### src/hw/rtl/evba_pkg.sv
// ----------------------------------------------------------------------------
// egress vc byte admission package
// Shared sizes, operation codes and register indexes for the admission block.
// ----------------------------------------------------------------------------
`default_nettype none

package evba_pkg;

   // table geometry
   localparam int NUM_PORTS = 16;
   localparam int NUM_VCS   = 8;
   localparam int ENTRIES   = NUM_PORTS * NUM_VCS;
   localparam int ENTRY_W   = (ENTRIES > 1) ? $clog2(ENTRIES) : 1;

   // field widths
   localparam int FUNC_W   = 2;
   localparam int PORT_W   = 4;
   localparam int VC_W     = 3;
   localparam int BYTES_W  = 16;
   localparam int COUNT_W  = 32;
   localparam int REQ_DATA_W = 56;
   localparam int RSP_DATA_W = 40;

   // configuration port
   localparam int CSR_ADDR_W = 1;
   localparam int CSR_DATA_W = 32;
   localparam logic [CSR_ADDR_W-1:0] CSR_DROP_POLICY = 1'd0;
   localparam logic [CSR_ADDR_W-1:0] CSR_QUEUE_MAX   = 1'd1;
   localparam logic [COUNT_W-1:0]    QUEUE_MAX_RESET = 32'd1048576;

   // operation codes
   typedef enum logic [FUNC_W-1:0] {
      FUNC_RESERVE = 2'd0,
      FUNC_RELEASE = 2'd1,
      FUNC_QUERY   = 2'd2
   } func_type;

endpackage

`default_nettype wire

### src/hw/rtl/egress_vc_byte_admission.sv
// ----------------------------------------------------------------------------
// egress vc byte admission
// Per port and virtual channel reserved-byte counters with drop admission.
// ----------------------------------------------------------------------------
//  channel  | ports          | direction | contents
//  request  | req_t*         | in        | reserve, release or query transaction
//  response | rsp_t*         | out       | accepted flag and counter after the op
//  config   | csr_*          | in        | drop_policy, queue_max_bytes writes
//
//  one transaction per cycle while the response is not stalled; a response
//  follows the counter table read, then the update and response register
//  the counter table is a 128 x 32 memory with one valid bit per entry;
//  reset clears the valid bits at once, so a never-written entry reads zero
//  a stalled response holds the pipeline stage behind it; back-to-back hits
//  on one entry are forwarded from the update stage to the read
// ----------------------------------------------------------------------------
`default_nettype none

module egress_vc_byte_admission (
   input  wire  logic                                clock,
   input  wire  logic                                reset,
   // request: port_index, vc_index, byte_count, queued_bytes, target_present
   input  wire  logic [evba_pkg::REQ_DATA_W-1:0]     req_tdata,
   // request: func
   input  wire  logic [evba_pkg::FUNC_W-1:0]         req_tuser,
   input  wire  logic                                req_tvalid,
   output       logic                                req_tready,
   // response: accepted, reserved_total, zero pad
   output       logic [evba_pkg::RSP_DATA_W-1:0]     rsp_tdata,
   output       logic                                rsp_tvalid,
   input  wire  logic                                rsp_tready,
   input  wire  logic                                csr_wen,
   input  wire  logic [evba_pkg::CSR_ADDR_W-1:0]     csr_addr,
   input  wire  logic [evba_pkg::CSR_DATA_W-1:0]     csr_wdata
);
   import evba_pkg::*;

   // configuration registers
   logic               drop_policy_ff;
   logic [COUNT_W-1:0] queue_max_ff;

   always_ff @(posedge clock) begin
      if (reset) begin
         drop_policy_ff <= 1'b0;
         queue_max_ff   <= QUEUE_MAX_RESET;
      end else if (csr_wen) begin
         unique case (csr_addr)
            CSR_DROP_POLICY: drop_policy_ff <= csr_wdata[0];
            CSR_QUEUE_MAX:   queue_max_ff   <= csr_wdata[COUNT_W-1:0];
            default: ;
         endcase
      end
   end

   // request field unpack
   logic [PORT_W-1:0]  req_port;
   logic [VC_W-1:0]    req_vc;
   logic [BYTES_W-1:0] req_bytes;
   logic [COUNT_W-1:0] req_queued;
   logic               req_present;
   logic               req_in_range;
   logic [ENTRY_W-1:0] req_idx;

   assign req_port    = req_tdata[PORT_W-1:0];
   assign req_vc      = req_tdata[PORT_W+VC_W-1:PORT_W];
   assign req_bytes   = req_tdata[PORT_W+VC_W+BYTES_W-1:PORT_W+VC_W];
   assign req_queued  = req_tdata[PORT_W+VC_W+BYTES_W+COUNT_W-1:PORT_W+VC_W+BYTES_W];
   assign req_present = req_tdata[PORT_W+VC_W+BYTES_W+COUNT_W];

   assign req_in_range = (int'(req_port) < NUM_PORTS) && (int'(req_vc) < NUM_VCS);
   assign req_idx      = ENTRY_W'(int'(req_port) * NUM_VCS + int'(req_vc));

   // pipeline control
   logic s1_valid_ff, s1_valid_in;
   logic rsp_valid_ff, rsp_valid_in;
   logic advance;
   logic req_take;

   assign advance    = !rsp_valid_ff || rsp_tready;
   assign req_tready = !s1_valid_ff || advance;
   assign req_take   = req_tvalid && req_tready;

   // stage one payload, captured with the table read
   func_type           s1_func_ff;
   logic [BYTES_W-1:0] s1_bytes_ff;
   logic [COUNT_W-1:0] s1_queued_ff;
   logic               s1_present_ff;
   logic               s1_in_range_ff;
   logic [ENTRY_W-1:0] s1_idx_ff;
   logic               s1_hit_ff, s1_hit_in;
   logic [COUNT_W-1:0] s1_fwd_ff;
   logic               s1_entry_vld_ff;

   // counter table and its valid bits
   logic [COUNT_W-1:0] table_mem [ENTRIES];
   logic [COUNT_W-1:0] table_rd_ff;
   logic [ENTRIES-1:0] entry_vld_ff;
   logic               table_we;
   logic [COUNT_W-1:0] new_count;

   always_ff @(posedge clock) begin
      if (table_we) begin
         table_mem[s1_idx_ff] <= new_count;
      end
      if (req_take) begin
         table_rd_ff <= table_mem[req_idx];
      end
   end

   always_ff @(posedge clock) begin
      if (reset) begin
         entry_vld_ff <= '0;
      end else if (table_we) begin
         entry_vld_ff[s1_idx_ff] <= 1'b1;
      end
   end

   // forward an update that lands in the same cycle as the read
   assign s1_hit_in = table_we && (s1_idx_ff == req_idx);

   always_ff @(posedge clock) begin
      if (req_take) begin
         s1_func_ff      <= func_type'(req_tuser);
         s1_bytes_ff     <= req_bytes;
         s1_queued_ff    <= req_queued;
         s1_present_ff   <= req_present;
         s1_in_range_ff  <= req_in_range;
         s1_idx_ff       <= req_idx;
         s1_hit_ff       <= s1_hit_in;
         s1_fwd_ff       <= new_count;
         s1_entry_vld_ff <= entry_vld_ff[req_idx];
      end
   end

   // current counter value of the addressed entry
   logic [COUNT_W-1:0] cur_count;

   always_comb begin
      priority if (!s1_in_range_ff) begin
         cur_count = '0;
      end else if (s1_hit_ff) begin
         cur_count = s1_fwd_ff;
      end else if (s1_entry_vld_ff) begin
         cur_count = table_rd_ff;
      end else begin
         cur_count = '0;
      end
   end

   // admission decision and counter update
   logic [COUNT_W+1:0] projected;
   logic               over_max;
   logic               accepted;
   logic               write_op;

   assign projected = {2'b00, s1_queued_ff} + {2'b00, cur_count}
                    + (COUNT_W+2)'(s1_bytes_ff);
   assign over_max  = projected > {2'b00, queue_max_ff};

   always_comb begin
      accepted  = 1'b1;
      write_op  = 1'b0;
      new_count = cur_count;
      unique case (s1_func_ff)
         FUNC_RESERVE: begin
            if (drop_policy_ff) begin
               if (!s1_present_ff || !s1_in_range_ff || over_max) begin
                  accepted = 1'b0;
               end else begin
                  write_op  = 1'b1;
                  new_count = cur_count + COUNT_W'(s1_bytes_ff);
               end
            end
         end
         FUNC_RELEASE: begin
            write_op  = s1_in_range_ff;
            new_count = (cur_count <= COUNT_W'(s1_bytes_ff)) ? '0
                      : cur_count - COUNT_W'(s1_bytes_ff);
         end
         default: ;
      endcase
   end

   assign table_we = s1_valid_ff && advance && write_op;

   // valid flags
   assign s1_valid_in  = req_take ? 1'b1 : (s1_valid_ff && !advance);
   assign rsp_valid_in = advance ? s1_valid_ff : rsp_valid_ff;

   always_ff @(posedge clock) begin
      if (reset) begin
         s1_valid_ff  <= 1'b0;
         rsp_valid_ff <= 1'b0;
      end else begin
         s1_valid_ff  <= s1_valid_in;
         rsp_valid_ff <= rsp_valid_in;
      end
   end

   // response register
   logic               rsp_accepted_ff;
   logic [COUNT_W-1:0] rsp_total_ff;

   always_ff @(posedge clock) begin
      if (advance && s1_valid_ff) begin
         rsp_accepted_ff <= accepted;
         rsp_total_ff    <= new_count;
      end
   end

   assign rsp_tvalid = rsp_valid_ff;
   assign rsp_tdata  = {(RSP_DATA_W-COUNT_W-1)'(0), rsp_total_ff, rsp_accepted_ff};

`ifndef SYNTHESIS
   // reset leaves every counter entry reading as zero
   a_reset_clears_valid: assert property (@(posedge clock)
      $past(reset) |-> (entry_vld_ff == '0))
      else $error("valid bits not cleared by reset");

   // an admitted reserve never takes the counter past the configured maximum
   a_reserve_within_max: assert property (@(posedge clock) disable iff (reset)
      (table_we && (s1_func_ff == FUNC_RESERVE)) |-> (new_count <= queue_max_ff))
      else $error("reserve admitted beyond queue maximum");

   // a stalled response keeps the stage behind it occupied
   a_stage_holds: assert property (@(posedge clock) disable iff (reset)
      (s1_valid_ff && rsp_valid_ff && !rsp_tready) |=> s1_valid_ff)
      else $error("stage one dropped a transaction under stall");

   // a refused reserve leaves the table untouched
   a_refused_no_write: assert property (@(posedge clock) disable iff (reset)
      (s1_valid_ff && !accepted) |-> !table_we)
      else $error("refused reserve wrote the counter table");
`endif

endmodule

`default_nettype wire

### config.mk
export PLATFORM = sky130hd
export DESIGN_NAME = egress_vc_byte_admission
export DESIGN_NICKNAME = d
export VERILOG_FILES = /design/src/hw/rtl/evba_pkg.sv /design/src/hw/rtl/egress_vc_byte_admission.sv
export SDC_FILE = /design/constraint.sdc
export NUM_CORES = 2
export LEC_CHECK = 0
export BUFFER_PORTS_ARGS = -buffer_cell sky130_fd_sc_hd__buf_4
export CORE_MARGIN = 2
export CORE_UTILIZATION = 45
export DETAILED_ROUTE_END_ITERATION = 8
export HOLD_SLACK_MARGIN = 0.03
export PLACE_DENSITY = 0.66
export SETUP_SLACK_MARGIN = 0.02
export SKIP_CTS_REPAIR_TIMING = 1
export SLEW_MARGIN = 20
export SYNTH_ARGS = -nofsm -noshare
export SYNTH_HDL_FRONTEND = slang
export SYNTH_SLANG_ARGS = --single-unit
### constraint.sdc
create_clock -name clock -period 21.6 [get_ports clock]
set_input_delay 4.32 -clock clock [delete_from_list [all_inputs] [get_ports clock]]
set_output_delay 4.32 -clock clock [all_outputs]
set_load 0.05 [all_outputs]
==> reports/qor.yml <==
run_status:
  status: "finished clean"
sta:
  relSlewSlack: 0.142
  whs_ns: 0.459
  worstMarginPinSlew_ns: 1.28
  clock.fmax_mhz: 98.9
  min_period_ns: 10.11
  hold_viol: 0
  fin_tns_setup_ns: 0
  drv_slew: 0
  rsz0062_at_grt: "no"
  fin_skew_ns: 0.0625
  fin_crit_sh: 0.468
  setup_violations: 0
grt:
  grt_pass1_vias: 83885
  grt_max_degree: 161
  grt_pass1_wl_um: 646000
  globalRouteTotalUtil: 0.234
  overflow: 0
  antenna_found_initial: 75
cts:
  cts_made_buffers: 426
  cts_tree: "yes"
  clk-insertion-delay-late_ns: 0.97
  clockBufferDepth: 4
  root_buffer: "clkbuf_16"
  cts.sinks: 4416
  htree_levels: 5
  clkTransAtPathRegs_ns: 0.06
layout:
  instances_no_fill: 13533
  drive_gt1_frac: 0.312
  finalNetCount: 8235
  area_growth_pct: 13.6
  fillers: 29099
  seqCellArea_um2: 131000
  multi_input_area_um2: 41500
  final_util: 0.514
power_and_ir_drop:
  switchingPower_w: 0.00427
  p_int_w: 0.0145
  comb_power_share: 0.082
  sequentialPowerShare: 0.518
  vdd_drop_max_mv: 0.0721
  p_sw_frac: 0.228
  p_total_w: 0.0188
  leakagePower_nw: 61.4
  power.density_nw_per_um2: 95.3
  clkPwrFrac: 0.400
logic_synthesis:
  synth_top_area_share: 0.737
  synth_ff_type: "edfxtp_1"
  seq_area_frac_synth: 0.756
  async_reset_ff_frac: 0
  synth_cells: 7615
  synth-edff-count: 4253
  syn_area_per_cell_um2: 22.8
  synth_seq_cells: 4416
  synth_area_leader_cell: "edfxtp_1"
  synth_cell_type_count: 87
  yosysWarnings: 0
  syn_area_um2: 173000
  synthTopCellsByArea: "edfxtp_1 74%, mux4_2 18%, dfxtp_1 1.9%"
job:
  max_cap_viol_count: 0
place:
  dpl.cell_count: 12610
  gp_congestion: 0.878
  port_buffers: 130
  hpwl_um: 264000
setup_path:
  crit_path_end_kind: "flip-flop"
  critical_path_class: "reg2reg"
  path_common_cell: "buf_4"
  required_ns: 22.25
  worst_path_max_delay_cell: "buf_4"
  cp_slowest_stage_delay_ns: 0.93
  worst_setup_path_start_kind: "flip-flop"
  cp_max_fo: 41
  cp.arrival_ns: 10.76
floorplanning:
  initial_utilization: 0.453
  dieArea_um2: 390000
  core-area_um2: 383000
  die_h_um: 625
  rows: 227
  fp.dieW_um: 625
  io_pins: 138
route:
  viasPerCell: 6.26
  ant_nets: 0
  vias: 84659
  drt_iter0_markers: 12739
  routedWlPerCell_um: 34.1
  drt_wl_total_um: 462000
  drc: 0
  first_pass_iters: 6
hold_path:
  hold_class: "reg2reg"
-- Yosys cell counts (18+ instances only) --
master	number
ha_1	111
nand3_1	43
buf_1	23
clkbuf_1	279
dfxtp_1	163
mux2_2	34
nand4_1	28
buf_2	102
xnor2_1	45
nand2_1	196
mux4_2	1386
nor2_1	183
fa_1	19
a31oi_1	18
a22oi_1	24
nor3_1	25
o21ai_0	28
inv_1	110
a21oi_1	100
edfxtp_1	4253
a21o_1	23
o2bb2ai_1	129
-- path summary, 6_finish.rpt --
| path | start | to | slack [ns] | cells past startpoint |
|---|---|---|---|---|
| min | entry_vld_ff[62] | entry_vld_ff[62] | 0.46 | 1 |
| max | s1_hit_ff | table_mem[112][14] | 11.49 | 29 |
| max reg2reg | s1_hit_ff | table_mem[112][14] | 11.49 | 29 |
| min reg2reg | entry_vld_ff[62] | entry_vld_ff[62] | 0.46 | 1 |
-- sequential cells by signal, summed over array words and instances (netlist names) --
register,count
drop_policy_ff,1
entry_vld_ff,128
queue_max_ff,32
rsp_accepted_ff,1
rsp_total_ff,32
rsp_tvalid,1
s1_bytes_ff,16
s1_entry_vld_ff,1
s1_func_ff,2
s1_fwd_ff,32
s1_hit_ff,1
s1_idx_ff,7
s1_present_ff,1
s1_queued_ff,32
s1_valid_ff,1
table_mem,4096
table_rd_ff,32
-- per-layer routing --
layer	track usage	part of all wire
met5	0	0.00037
met4	0.102	0.047
met3	0.0463	0.10
met2	0.362	0.47
met1	0.327	0.38
-- power groups by stage --
stage	Sequential, W	Clock [W]	Combinational, W
5_1_grt	0.00972	0.00792	0.00161
3_5_place_dp	0.00990	0	0.00152
3_3_place_gp	0.00990	0	0.00147
6_report	0.00972	0.00750	0.00153
2_1_floorplan	0.00998	0	0.000830
4_1_cts	0.00972	0.00760	0.00152
-- through the flow --
step	instance area [µm²]	worst slack [ns]
2_1_floorplan	173000	5.68
3_3_place_gp	182000	11.11
3_5_place_dp	182000	11.03
4_1_cts	196000	11.65
5_1_grt	197000	11.03
6_report	197000	11.49
-- layout by cell type (no fill, tap or decap), drive strengths merged, types with 17 or more instances in the layout --
cell,netlist,final
diode,0,127
nor3,26,26
inv,115,134
dfxtp,163,163
o2bb2ai,129,129
a21oi,101,101
o211ai,17,17
mux2,34,34
xnor2,45,45
o21ai,41,41
nand2,196,196
clkinvlp,0,17
a21o,23,23
buf,144,384
a22oi,28,28
mux4,1386,1386
edfxtp,4253,4253
clkbuf,280,530
fa,19,19
nor2,183,183
a31oi,18,18
nand4,28,28
ha,111,111
bufinv,0,52
nand3,43,43
clkinv,3,172
-- logic make-up after synthesis --
logic type	count (synthesis)	synth area share
other	1	0.0000216
adders and majority gates	130	0.0102
and+or+nand+nor	569	0.0152
DFF	4416	0.756
AOI/OAI and AO/OA	475	0.0203
buffers and inverters	542	0.0131
xor gates and xnor gates	56	0.00283
muxes	1426	0.183
-- final cells by class --
class / instances / area share
diodes: 127 / 0.00161
clock buffers: 530 / 0.0577
clock inverters: 257 / 0.0138
inverters: 118 / 0.00226
multi-input cells: 2663 / 0.211
flip-flops and latches: 4416 / 0.665
well taps: 5038 / 0.0320
repair buffers: 384 / 0.0168
-- worst max-delay path, delay by kind of cell (launching register included) --
| kind | cells | cell delay [ns] |
|---|---|---|
| flops | 1 | 0.32 |
| compound gates | 11 | 3.48 |
| simple gates | 6 | 1.09 |
| buf+inv | 7 | 3.19 |
| fa+ha+maj | 4 | 1.45 |
| xor+xnor | 1 | 0.09 |
Power figures use the tool's default switching activity.
